## config.mk

```make
export PLATFORM = sky130hd
export DESIGN_NAME = period_table_index_decompose_flat
export DESIGN_NICKNAME = d
export VERILOG_FILES = /design/src/hw/rtl/ptid_pkg.sv /design/src/hw/rtl/ptid_if.sv /design/src/hw/rtl/ptid_ram.sv /design/src/hw/rtl/ptid_div.sv /design/src/hw/rtl/period_table_index_decompose.sv /design/src/flat_wrapper.sv
export SDC_FILE = /design/constraint.sdc
export NUM_CORES = 2
export LEC_CHECK = 0
export ABC_AREA = 0
export BUFFER_PORTS_ARGS = -buffer_cell sky130_fd_sc_hd__clkbuf_2
export CORE_ASPECT_RATIO = 0.7
export CORE_UTILIZATION = 56
export CTS_BUF_LIST = sky130_fd_sc_hd__clkbuf_16
export CTS_CLUSTER_DIAMETER = 30
export DETAILED_ROUTE_END_ITERATION = 16
export GPL_ROUTABILITY_DRIVEN = 0
export PLACE_DENSITY_LB_ADDON = 0.2
export SETUP_SLACK_MARGIN = 0.2
export SLEW_MARGIN = 20
export SYNTH_ARGS = -nofsm -noshare
export SYNTH_HDL_FRONTEND = slang
export SYNTH_SLANG_ARGS = --single-unit
```

## constraint.sdc

```tcl
create_clock -name clock -period 13.9 [get_ports clock]
set_input_delay 2.78 -clock clock [delete_from_list [all_inputs] [get_ports clock]]
set_output_delay 2.78 -clock clock [all_outputs]
set_load 0.02 [all_outputs]
```

## src/hw/rtl/ptid_pkg.sv

```systemverilog
// Shared types and constants for the period table index decomposition block.
package ptid_pkg;

   localparam int unsigned DATA_W = 48;
   localparam int unsigned SLOT_W = 5;
   localparam int unsigned LCNT_W = 6;
   localparam int unsigned CSR_IDX_W = 2;
   localparam int unsigned CNT_W = 6;

   localparam logic [CSR_IDX_W-1:0] CSR_LEVEL_COUNT = 2'd0;
   localparam logic [CSR_IDX_W-1:0] CSR_PERT_MARGIN = 2'd1;
   localparam logic [CSR_IDX_W-1:0] CSR_INDEX_MODE = 2'd2;

   localparam logic REQ_LOAD = 1'b0;
   localparam logic REQ_QUERY = 1'b1;

   localparam logic MODE_IDENTITY = 1'b0;

   typedef enum logic [2:0] {
      ST_IDLE,
      ST_READ,
      ST_LEVEL,
      ST_DIV,
      ST_MUL,
      ST_ACCUM,
      ST_FINISH
   } state_type;

   typedef struct packed {
      logic busy;
      logic done;
   } div_status_type;

endpackage

```

## src/hw/rtl/ptid_if.sv

```systemverilog
// Request and response channel interfaces.
interface ptid_req_if;
   import ptid_pkg::*;
   logic                valid;
   logic                ready;
   logic                req_type;
   logic [SLOT_W-1:0]   level_slot;
   logic [DATA_W-1:0]   level_period;
   logic [DATA_W-1:0]   level_elements;
   logic [DATA_W-1:0]   iteration;
   modport source (output valid, req_type, level_slot, level_period, level_elements,
                   iteration, input ready);
   modport sink (input valid, req_type, level_slot, level_period, level_elements,
                 iteration, output ready);
endinterface

interface ptid_rsp_if;
   import ptid_pkg::*;
   logic                valid;
   logic                ready;
   logic [DATA_W-1:0]   table_index;
   logic                index_valid;
   modport source (output valid, table_index, index_valid, input ready);
   modport sink (input valid, table_index, index_valid, output ready);
endinterface

```

## src/hw/rtl/ptid_ram.sv

```systemverilog
// Generic single write port RAM with registered read.
module ptid_ram #(
   parameter int unsigned WIDTH = 8,
   parameter int unsigned DEPTH = 32
) (
   input  logic                                    clock,
   input  logic                                    wr_en,
   input  logic [(DEPTH > 1 ? $clog2(DEPTH) : 1)-1:0] wr_addr,
   input  logic [WIDTH-1:0]                        wr_data,
   input  logic [(DEPTH > 1 ? $clog2(DEPTH) : 1)-1:0] rd_addr,
   output logic [WIDTH-1:0]                        rd_data
);
   logic [WIDTH-1:0] mem_ff [DEPTH];
   logic [WIDTH-1:0] rd_data_ff;

   always_ff @(posedge clock) begin
      if (wr_en) begin
         mem_ff[wr_addr] <= wr_data;
      end
      rd_data_ff <= mem_ff[rd_addr];
   end

   assign rd_data = rd_data_ff;
endmodule

```

## src/hw/rtl/ptid_div.sv

```systemverilog
// Serial restoring divider, one quotient bit per cycle.
module ptid_div (
   input  logic                        clock,
   input  logic                        reset,
   input  logic                        start,
   input  logic [ptid_pkg::DATA_W-1:0] dividend,
   input  logic [ptid_pkg::DATA_W-1:0] divisor,
   output ptid_pkg::div_status_type    status,
   output logic [ptid_pkg::DATA_W-1:0] quotient,
   output logic [ptid_pkg::DATA_W-1:0] remainder
);
   import ptid_pkg::*;

   logic              busy_ff, busy_in;
   logic              done_ff, done_in;
   logic [CNT_W-1:0]  cnt_ff, cnt_in;
   logic [DATA_W-1:0] quo_ff, quo_in;
   logic [DATA_W-1:0] rem_ff, rem_in;
   logic [DATA_W-1:0] dvs_ff, dvs_in;
   logic [DATA_W:0]   trial;
   logic              fits;

   assign trial = {rem_ff, quo_ff[DATA_W-1]};
   assign fits  = trial >= {1'b0, dvs_ff};

   always_comb begin
      busy_in = busy_ff;
      done_in = 1'b0;
      cnt_in  = cnt_ff;
      quo_in  = quo_ff;
      rem_in  = rem_ff;
      dvs_in  = dvs_ff;
      if (start) begin
         busy_in = 1'b1;
         cnt_in  = CNT_W'(DATA_W - 1);
         quo_in  = dividend;
         rem_in  = '0;
         dvs_in  = divisor;
      end else if (busy_ff) begin
         rem_in = fits ? DATA_W'(trial - {1'b0, dvs_ff}) : trial[DATA_W-1:0];
         quo_in = {quo_ff[DATA_W-2:0], fits};
         cnt_in = cnt_ff - 1'b1;
         if (cnt_ff == '0) begin
            busy_in = 1'b0;
            done_in = 1'b1;
         end
      end
   end

   always_ff @(posedge clock) begin
      if (reset) begin
         busy_ff <= 1'b0;
         done_ff <= 1'b0;
      end else begin
         busy_ff <= busy_in;
         done_ff <= done_in;
      end
      cnt_ff <= cnt_in;
      quo_ff <= quo_in;
      rem_ff <= rem_in;
      dvs_ff <= dvs_in;
   end

   assign status.busy = busy_ff;
   assign status.done = done_ff;
   assign quotient    = quo_ff;
   assign remainder   = rem_ff;
endmodule

```

## src/hw/rtl/period_table_index_decompose.sv

```systemverilog
// Load writes a table entry. Query in identity mode: response in the cycle after the request.
// Query in decomposition mode: each level is read and checked; a skipped level returns to the read,
// a used level goes through the serial divider, the shift-add multiply and an accumulate step,
// and a finish step forms the response. One request in flight; ready returns once the
// response has been taken. Synchronous active-high reset clears control and config only.
module period_table_index_decompose #(
   parameter int unsigned MAX_LEVELS = 32
) (
   input  logic                           clock,
   input  logic                           reset,
   ptid_req_if.sink                       req_chan,
   ptid_rsp_if.source                     rsp_chan,
   input  logic                           csr_wr_en,
   input  logic [ptid_pkg::CSR_IDX_W-1:0] csr_index,
   input  logic [ptid_pkg::DATA_W-1:0]    csr_wdata
);
   import ptid_pkg::*;

   localparam int unsigned AW = MAX_LEVELS > 1 ? $clog2(MAX_LEVELS) : 1;
   localparam int unsigned LW = $clog2(MAX_LEVELS + 1);
   localparam int unsigned NW = LCNT_W + 1;

   state_type state_ff, state_in;

   logic [LCNT_W-1:0] lcount_ff;
   logic [DATA_W-1:0] margin_ff;
   logic              mode_ff;
   logic [DATA_W-1:0] p0_ff;

   logic [LW-1:0]     lvl_ff, lvl_in;
   logic [LW-1:0]     nlvl_ff, nlvl_in;
   logic [DATA_W-1:0] r_ff, r_in;
   logic [DATA_W-1:0] x_ff, x_in;
   logic [DATA_W-1:0] prev_p_ff, prev_p_in;
   logic [DATA_W-1:0] e_ff, e_in;
   logic [DATA_W-1:0] q_ff, q_in;
   logic [DATA_W-1:0] acc_ff, acc_in;
   logic              ovf_ff, ovf_in;
   logic [CNT_W-1:0]  mcnt_ff, mcnt_in;

   logic              rsp_valid_ff, rsp_valid_in;
   logic [DATA_W-1:0] rsp_index_ff, rsp_index_in;
   logic              rsp_ok_ff, rsp_ok_in;

   logic                  req_fire;
   logic                  load_ok;
   logic [2*DATA_W-1:0]   rd_data;
   logic [DATA_W-1:0]     rd_p;
   logic [DATA_W-1:0]     rd_e;
   logic [AW-1:0]         rd_addr;
   logic                  div_start;
   div_status_type        div_st;
   logic [DATA_W-1:0]     div_q;
   logic [DATA_W-1:0]     div_r;
   logic [DATA_W+1:0]     lhs;
   logic [DATA_W+1:0]     rhs;
   logic [DATA_W+1:0]     msum;
   logic [DATA_W:0]       xsum;
   logic [NW-1:0]         lcount_ext;

   assign req_chan.ready = (state_ff == ST_IDLE) && !rsp_valid_ff;
   assign req_fire = req_chan.valid && req_chan.ready;
   assign load_ok  = req_fire && (req_chan.req_type == REQ_LOAD)
                     && ({2'b00, req_chan.level_slot} < 7'(MAX_LEVELS));

   ptid_ram #(.WIDTH(2 * DATA_W), .DEPTH(MAX_LEVELS)) u_table (
      .clock  (clock),
      .wr_en  (load_ok),
      .wr_addr(AW'(req_chan.level_slot)),
      .wr_data({req_chan.level_elements, req_chan.level_period}),
      .rd_addr(rd_addr),
      .rd_data(rd_data)
   );

   assign rd_p    = rd_data[DATA_W-1:0];
   assign rd_e    = rd_data[2*DATA_W-1:DATA_W];
   assign rd_addr = AW'(lvl_ff - 1'b1);

   ptid_div u_div (
      .clock    (clock),
      .reset    (reset),
      .start    (div_start),
      .dividend (r_ff),
      .divisor  (rd_p),
      .status   (div_st),
      .quotient (div_q),
      .remainder(div_r)
   );

   // level too short against the level above
   assign lhs  = {2'b00, r_ff} + {2'b00, p0_ff} + 1'b1;
   assign rhs  = {2'b00, prev_p_ff} + {2'b00, margin_ff};
   assign msum = {1'b0, acc_ff, 1'b0} + {2'b00, (q_ff[DATA_W-1] ? e_ff : '0)};
   assign xsum = {1'b0, x_ff} + {1'b0, acc_ff};
   assign lcount_ext = {1'b0, lcount_ff};
   assign div_start = (state_ff == ST_LEVEL) && (rd_p != '0) && (r_ff >= rd_p)
                      && !((lvl_ff != nlvl_ff) && (lhs > rhs));

   // next state
   always_comb begin
      state_in = state_ff;
      unique case (state_ff)
         ST_IDLE: begin
            if (req_fire && req_chan.req_type == REQ_QUERY && mode_ff != MODE_IDENTITY
                && req_chan.iteration != '0) begin
               state_in = ST_READ;
            end
         end
         ST_READ:   state_in = (lvl_ff == '0) ? ST_FINISH : ST_LEVEL;
         ST_LEVEL: begin
            if (rd_p == '0 || r_ff < rd_p) begin
               state_in = ST_READ;
            end else if (div_start) begin
               state_in = ST_DIV;
            end else begin
               state_in = ST_IDLE;
            end
         end
         ST_DIV:    state_in = div_st.done ? ST_MUL : ST_DIV;
         ST_MUL:    state_in = (mcnt_ff == '0) ? ST_ACCUM : ST_MUL;
         ST_ACCUM:  state_in = (ovf_ff || xsum[DATA_W]) ? ST_IDLE : ST_READ;
         ST_FINISH: state_in = ST_IDLE;
         default:   state_in = ST_IDLE;
      endcase
   end

   // datapath and outputs
   always_comb begin
      lvl_in       = lvl_ff;
      nlvl_in      = nlvl_ff;
      r_in         = r_ff;
      x_in         = x_ff;
      prev_p_in    = prev_p_ff;
      e_in         = e_ff;
      q_in         = q_ff;
      acc_in       = acc_ff;
      ovf_in       = ovf_ff;
      mcnt_in      = mcnt_ff;
      rsp_valid_in = rsp_valid_ff && !rsp_chan.ready;
      rsp_index_in = rsp_index_ff;
      rsp_ok_in    = rsp_ok_ff;
      unique case (state_ff)
         ST_IDLE: begin
            if (req_fire && req_chan.req_type == REQ_QUERY) begin
               if (mode_ff == MODE_IDENTITY) begin
                  rsp_valid_in = 1'b1;
                  rsp_index_in = req_chan.iteration;
                  rsp_ok_in    = 1'b1;
               end else if (req_chan.iteration == '0) begin
                  rsp_valid_in = 1'b1;
                  rsp_index_in = '0;
                  rsp_ok_in    = 1'b0;
               end
               nlvl_in = (lcount_ext > NW'(MAX_LEVELS)) ? LW'(MAX_LEVELS)
                                                        : LW'(lcount_ff);
               lvl_in  = nlvl_in;
               r_in    = req_chan.iteration;
               x_in    = '0;
            end
         end
         ST_READ: begin
         end
         ST_LEVEL: begin
            prev_p_in = rd_p;
            e_in      = rd_e;
            if (rd_p == '0 || r_ff < rd_p) begin
               lvl_in = lvl_ff - 1'b1;
            end else if (!div_start) begin
               rsp_valid_in = 1'b1;
               rsp_index_in = '0;
               rsp_ok_in    = 1'b0;
            end
         end
         ST_DIV: begin
            q_in    = div_q;
            acc_in  = '0;
            ovf_in  = 1'b0;
            mcnt_in = CNT_W'(DATA_W - 1);
         end
         ST_MUL: begin
            q_in    = {q_ff[DATA_W-2:0], 1'b0};
            acc_in  = msum[DATA_W-1:0];
            ovf_in  = ovf_ff || (msum[DATA_W+1:DATA_W] != 2'b00);
            mcnt_in = mcnt_ff - 1'b1;
         end
         ST_ACCUM: begin
            if (ovf_ff || xsum[DATA_W]) begin
               rsp_valid_in = 1'b1;
               rsp_index_in = '0;
               rsp_ok_in    = 1'b0;
            end else begin
               x_in   = xsum[DATA_W-1:0];
               r_in   = div_r;
               lvl_in = lvl_ff - 1'b1;
            end
         end
         ST_FINISH: begin
            rsp_valid_in = 1'b1;
            rsp_ok_in    = (r_ff == DATA_W'(1));
            rsp_index_in = (r_ff == DATA_W'(1)) ? x_ff : '0;
         end
         default: begin
         end
      endcase
   end

   always_ff @(posedge clock) begin
      if (reset) begin
         state_ff     <= ST_IDLE;
         rsp_valid_ff <= 1'b0;
         lcount_ff    <= '0;
         margin_ff    <= '0;
         mode_ff      <= 1'b1;
      end else begin
         state_ff     <= state_in;
         rsp_valid_ff <= rsp_valid_in;
         if (csr_wr_en) begin
            unique case (csr_index)
               CSR_LEVEL_COUNT: lcount_ff <= csr_wdata[LCNT_W-1:0];
               CSR_PERT_MARGIN: margin_ff <= csr_wdata;
               CSR_INDEX_MODE:  mode_ff   <= csr_wdata[0];
               default: begin
               end
            endcase
         end
      end
      if (load_ok && req_chan.level_slot == '0) begin
         p0_ff <= req_chan.level_period;
      end
      lvl_ff       <= lvl_in;
      nlvl_ff      <= nlvl_in;
      r_ff         <= r_in;
      x_ff         <= x_in;
      prev_p_ff    <= prev_p_in;
      e_ff         <= e_in;
      q_ff         <= q_in;
      acc_ff       <= acc_in;
      ovf_ff       <= ovf_in;
      mcnt_ff      <= mcnt_in;
      rsp_index_ff <= rsp_index_in;
      rsp_ok_ff    <= rsp_ok_in;
   end

   assign rsp_chan.valid       = rsp_valid_ff;
   assign rsp_chan.table_index = rsp_index_ff;
   assign rsp_chan.index_valid = rsp_ok_ff;
endmodule
```

## src/flat_wrapper.sv

```systemverilog
// flat-port wrapper written by rule: the top's interface ports become plain ports
module period_table_index_decompose_flat import ptid_pkg::*;
#(
   parameter int unsigned MAX_LEVELS = 32
)
  (clock, reset, csr_wr_en, csr_index, csr_wdata, req_chan_valid, req_chan_req_type, req_chan_level_slot, req_chan_level_period, req_chan_level_elements, req_chan_iteration, req_chan_ready, rsp_chan_valid, rsp_chan_table_index, rsp_chan_index_valid, rsp_chan_ready);
  ptid_req_if req_chan_i ();
  ptid_rsp_if rsp_chan_i ();
  input  logic clock;
  input  logic reset;
  input  logic csr_wr_en;
  input  logic [ptid_pkg::CSR_IDX_W-1:0] csr_index;
  input  logic [ptid_pkg::DATA_W-1:0] csr_wdata;
  input wire logic [$bits(req_chan_i.valid)-1:0] req_chan_valid;
  input wire logic [$bits(req_chan_i.req_type)-1:0] req_chan_req_type;
  input wire logic [$bits(req_chan_i.level_slot)-1:0] req_chan_level_slot;
  input wire logic [$bits(req_chan_i.level_period)-1:0] req_chan_level_period;
  input wire logic [$bits(req_chan_i.level_elements)-1:0] req_chan_level_elements;
  input wire logic [$bits(req_chan_i.iteration)-1:0] req_chan_iteration;
  output wire logic [$bits(req_chan_i.ready)-1:0] req_chan_ready;
  output wire logic [$bits(rsp_chan_i.valid)-1:0] rsp_chan_valid;
  output wire logic [$bits(rsp_chan_i.table_index)-1:0] rsp_chan_table_index;
  output wire logic [$bits(rsp_chan_i.index_valid)-1:0] rsp_chan_index_valid;
  input wire logic [$bits(rsp_chan_i.ready)-1:0] rsp_chan_ready;
  assign req_chan_i.valid = req_chan_valid;
  assign req_chan_i.req_type = req_chan_req_type;
  assign req_chan_i.level_slot = req_chan_level_slot;
  assign req_chan_i.level_period = req_chan_level_period;
  assign req_chan_i.level_elements = req_chan_level_elements;
  assign req_chan_i.iteration = req_chan_iteration;
  assign req_chan_ready = req_chan_i.ready;
  assign rsp_chan_valid = rsp_chan_i.valid;
  assign rsp_chan_table_index = rsp_chan_i.table_index;
  assign rsp_chan_index_valid = rsp_chan_i.index_valid;
  assign rsp_chan_i.ready = rsp_chan_ready;
  period_table_index_decompose #(.MAX_LEVELS(MAX_LEVELS)) u_core (.clock(clock), .reset(reset), .req_chan(req_chan_i), .rsp_chan(rsp_chan_i), .csr_wr_en(csr_wr_en), .csr_index(csr_index), .csr_wdata(csr_wdata));
endmodule
```

==> results.toml <==
[sta]
slew_violations = 0
skew_ns = 0.0814
setup_tns_ns = 0
fmax_mhz = 109
max_slew_margin = 0.164
hold_violations = 0
hold_ws_ns = 0.388
period_minus_slack_ns = 9.21
worstMarginPinSlew_ns = 1.22
rsz0062_at_grt = "false"
setup_slack_ns = 4.69
period_share = 0.663
final-setup-viol-count = 0

[grt]
grt_use_total = 0.309
grt_pass1_vias = 86273
grt_max_degree = 135
overflow = 0
grt_pass1_wl_um = 624000
antenna_found_initial = 60

[critical_path]
slowest_stage = "nor4b_1"
cpLargestDelayFamily = "simple AND/OR/NAND/NOR gates"
crit_start = "u_core.r_ff[6]"
worst-path-stages = 26
crit_path_end = "u_core.u_div.dvs_ff[22]"
cp_max_fo = 64
cp.arrival_ns = 9.71
slowest_delay_ns = 0.93
rr_startpoint = "u_core.r_ff[6]"
r2r.worst_path.cells = 26
cp-end-kind = "register"
crit_buf_inv = 3
critPathKind = "register to register"
r2r_end = "u_core.u_div.dvs_ff[22]"
cp.required_ns = 14.40
r2r_slack_ns = 4.69
start_kind = "register"

[clock_tree]
cts_max_path_buffers = 4
clock-root-buffer = "clkbuf_16"
clkLatencyLatePin_ns = 0.94
cts-resized-gates = 0
postCtsSetupBuffers = 0
tritoncts = "built"
path_clk_slew_ns = 0.06
htreeDepth = 6
cts_hold_buf = 0
numCtsBuffers = 525
clock-sinks = 3783

[pwr]
vdd_drop_max_v = 0.000122
p_sw_w = 0.00835
leakagePower_nw = 61.5
p_int_w = 0.0232
netSwitchingFraction = 0.265
pwr-share-comb = 0.143
power.share.sequential = 0.431
p_clk_frac = 0.426
powerDensity_nw_per_um2 = 174

[yosys]
synth.distinct_cells = 89
syn_avg_cell_area_um2 = 18.5
synth_top_area_frac = 0.682
yosysSeqAreaShare = 0.709
syn_inst = 8526
yosysTopAreaCell = "edfxtp_1"
netlist_area_um2 = 157000
ys_seq_elements = 3783
synth_enable_flop_cells = 3572
async_flop_share = 0
synth_flop_cell = "edfxtp_1"
synthTopCellsByArea = "edfxtp_1 68%, mux4_2 14%, ha_1 2.7%, dfxtp_1 2.7%, nand2_1 1.4%"
synth_warnings = 0
syn_nets = 9078

[cells_and_area]
layout-drive-gt1-share = 0.257
layout.area.seq_um2 = 111000
finish.utilization = 0.650
multiInputGateArea_um2 = 44200
fin_nets = 9652
final_cell_area_um2 = 181000
fillers = 18401
layout_commonest_cell = "edfxtp_1"
layout_common_cells = "3572 x edfxtp_1, 960 x mux4_2, 575 x nand2_1"
area_growth_syn_to_layout_pct = 15.3

[hold_path]
hold_class = "register to register"

[routing]
first_pass_iters = 7
drtIter0Drc = 12410
via_per_inst = 6.67
postRouteAntennaNets = 0
vias = 88397
drc = 0
wl_um = 440000
wl_per_cell_um = 33.2

[placed_design]
portBuffers = 255
placed_area_um2 = 164000
dpl.hpwl_um = 248000
dp_slack_ns = 4.81

[flow_run]
max_cap_viol_count = 0

[floorplanning]
core_area_um2 = 279000
ioPinCount = 256
die-area_um2 = 283000
die_x_um = 636
rows = 162
initial_core_util = 0.564
die_h_um = 445

[run_status]
outcome = "finished clean"
[through the flow]
stage,cells,power [W]
floorplan,8526,0.0165
global placement,12263,0.0182
detailed placement,12263,0.0183
CTS,13217,0.0316
global route,13228,0.0324
finish,13251,0.0316
[worst min-delay path by stage]
stage	from	endpoint	slack, ns	depth (start not counted)
global placement	u_core.u_table.rd_data[89]	u_core.e_ff[41]	0.39	0
detailed placement	u_core.u_table.rd_data[51]	u_core.e_ff[3]	0.39	0
global route	u_core.u_table.rd_data[95]	u_core.e_ff[47]	0.40	0
finish	u_core.u_table.rd_data[95]	u_core.e_ff[47]	0.39	0
floorplan	u_core.u_table.rd_data[48]	u_core.e_ff[0]	0.39	0
CTS	u_core.u_table.rd_data[95]	u_core.e_ff[47]	0.39	0
[power by group through the flow]
| stage | logic [W] | clock network [W] | registers (W) |
|---|---|---|---|
| after floorplan | 0.00316 | 0 | 0.0133 |
| after global placement | 0.00439 | 0 | 0.0138 |
| after detailed placement | 0.00446 | 0 | 0.0138 |
| after CTS | 0.00450 | 0.0136 | 0.0136 |
| after global routing | 0.00483 | 0.0140 | 0.0136 |
| final | 0.00452 | 0.0134 | 0.0136 |
[routing by layer]
metal	vias to the layer above	track usage	part of all wire
met4	36	0.111	0.039
met2	5448	0.476	0.46
li1	35983	-	-
met1	45934	0.439	0.39
met3	996	0.0705	0.11
met5	-	0	0.00084
[Yosys cell counts, drive strengths merged (68+ instances only)]
library cell  number
mux4             960
nor3              68
dfxtp            211
clkbuf           288
a21oi            289
nand2            579
xnor2            147
xor2             111
edfxtp          3572
a21o             167
o21ai            153
nand3             88
ha               342
buf               69
mux2             145
inv              168
nor2             357
and2              71
nand4             70
[state kept, by name (all words and copies together) (netlist names), 3 cells and up]
name,flops
u_core.u_div.dvs_ff,48
u_core.q_ff,48
u_core.acc_ff,48
u_core.lcount_ff,6
u_core.r_ff,48
u_core.u_div.cnt_ff,6
u_core.u_div.remainder,48
u_core.margin_ff,48
u_core.u_table.rd_data,96
u_core.mcnt_ff,6
u_core.state_ff,3
u_core.u_table.mem_ff,3072
u_core.e_ff,48
u_core.lvl_ff,6
u_core.u_div.quotient,48
u_core.nlvl_ff,6
u_core.p0_ff,48
u_core.rsp_chan.table_index,48
u_core.x_ff,48
u_core.prev_p_ff,48
[final cells by class]
type                    count  share of cell area
clock buffers             545              0.0752
well taps                3690              0.0255
repair buffers            404              0.0143
inverters                 168             0.00349
diodes                     34            0.000469
clock inverters           409              0.0227
flip-flops and latches   3783               0.615
multi-input cells        4218               0.244
[cells by family (layout without fill, tap and decap cells)]
family | after synthesis | after routing | share of synthesized area
xor gates and xnor gates | 258 | 258 | 0.0144
buffers and inverters | 525 | 1526 | 0.0128
adders and majority gates | 347 | 347 | 0.0278
and+or+nand+nor | 1475 | 1475 | 0.0433
other | 0 | 34 | 0
muxes | 1119 | 1119 | 0.149
AOI/OAI and AO/OA | 1019 | 1019 | 0.0444
DFF | 3783 | 3783 | 0.709
Power figures use the tool's default switching activity.
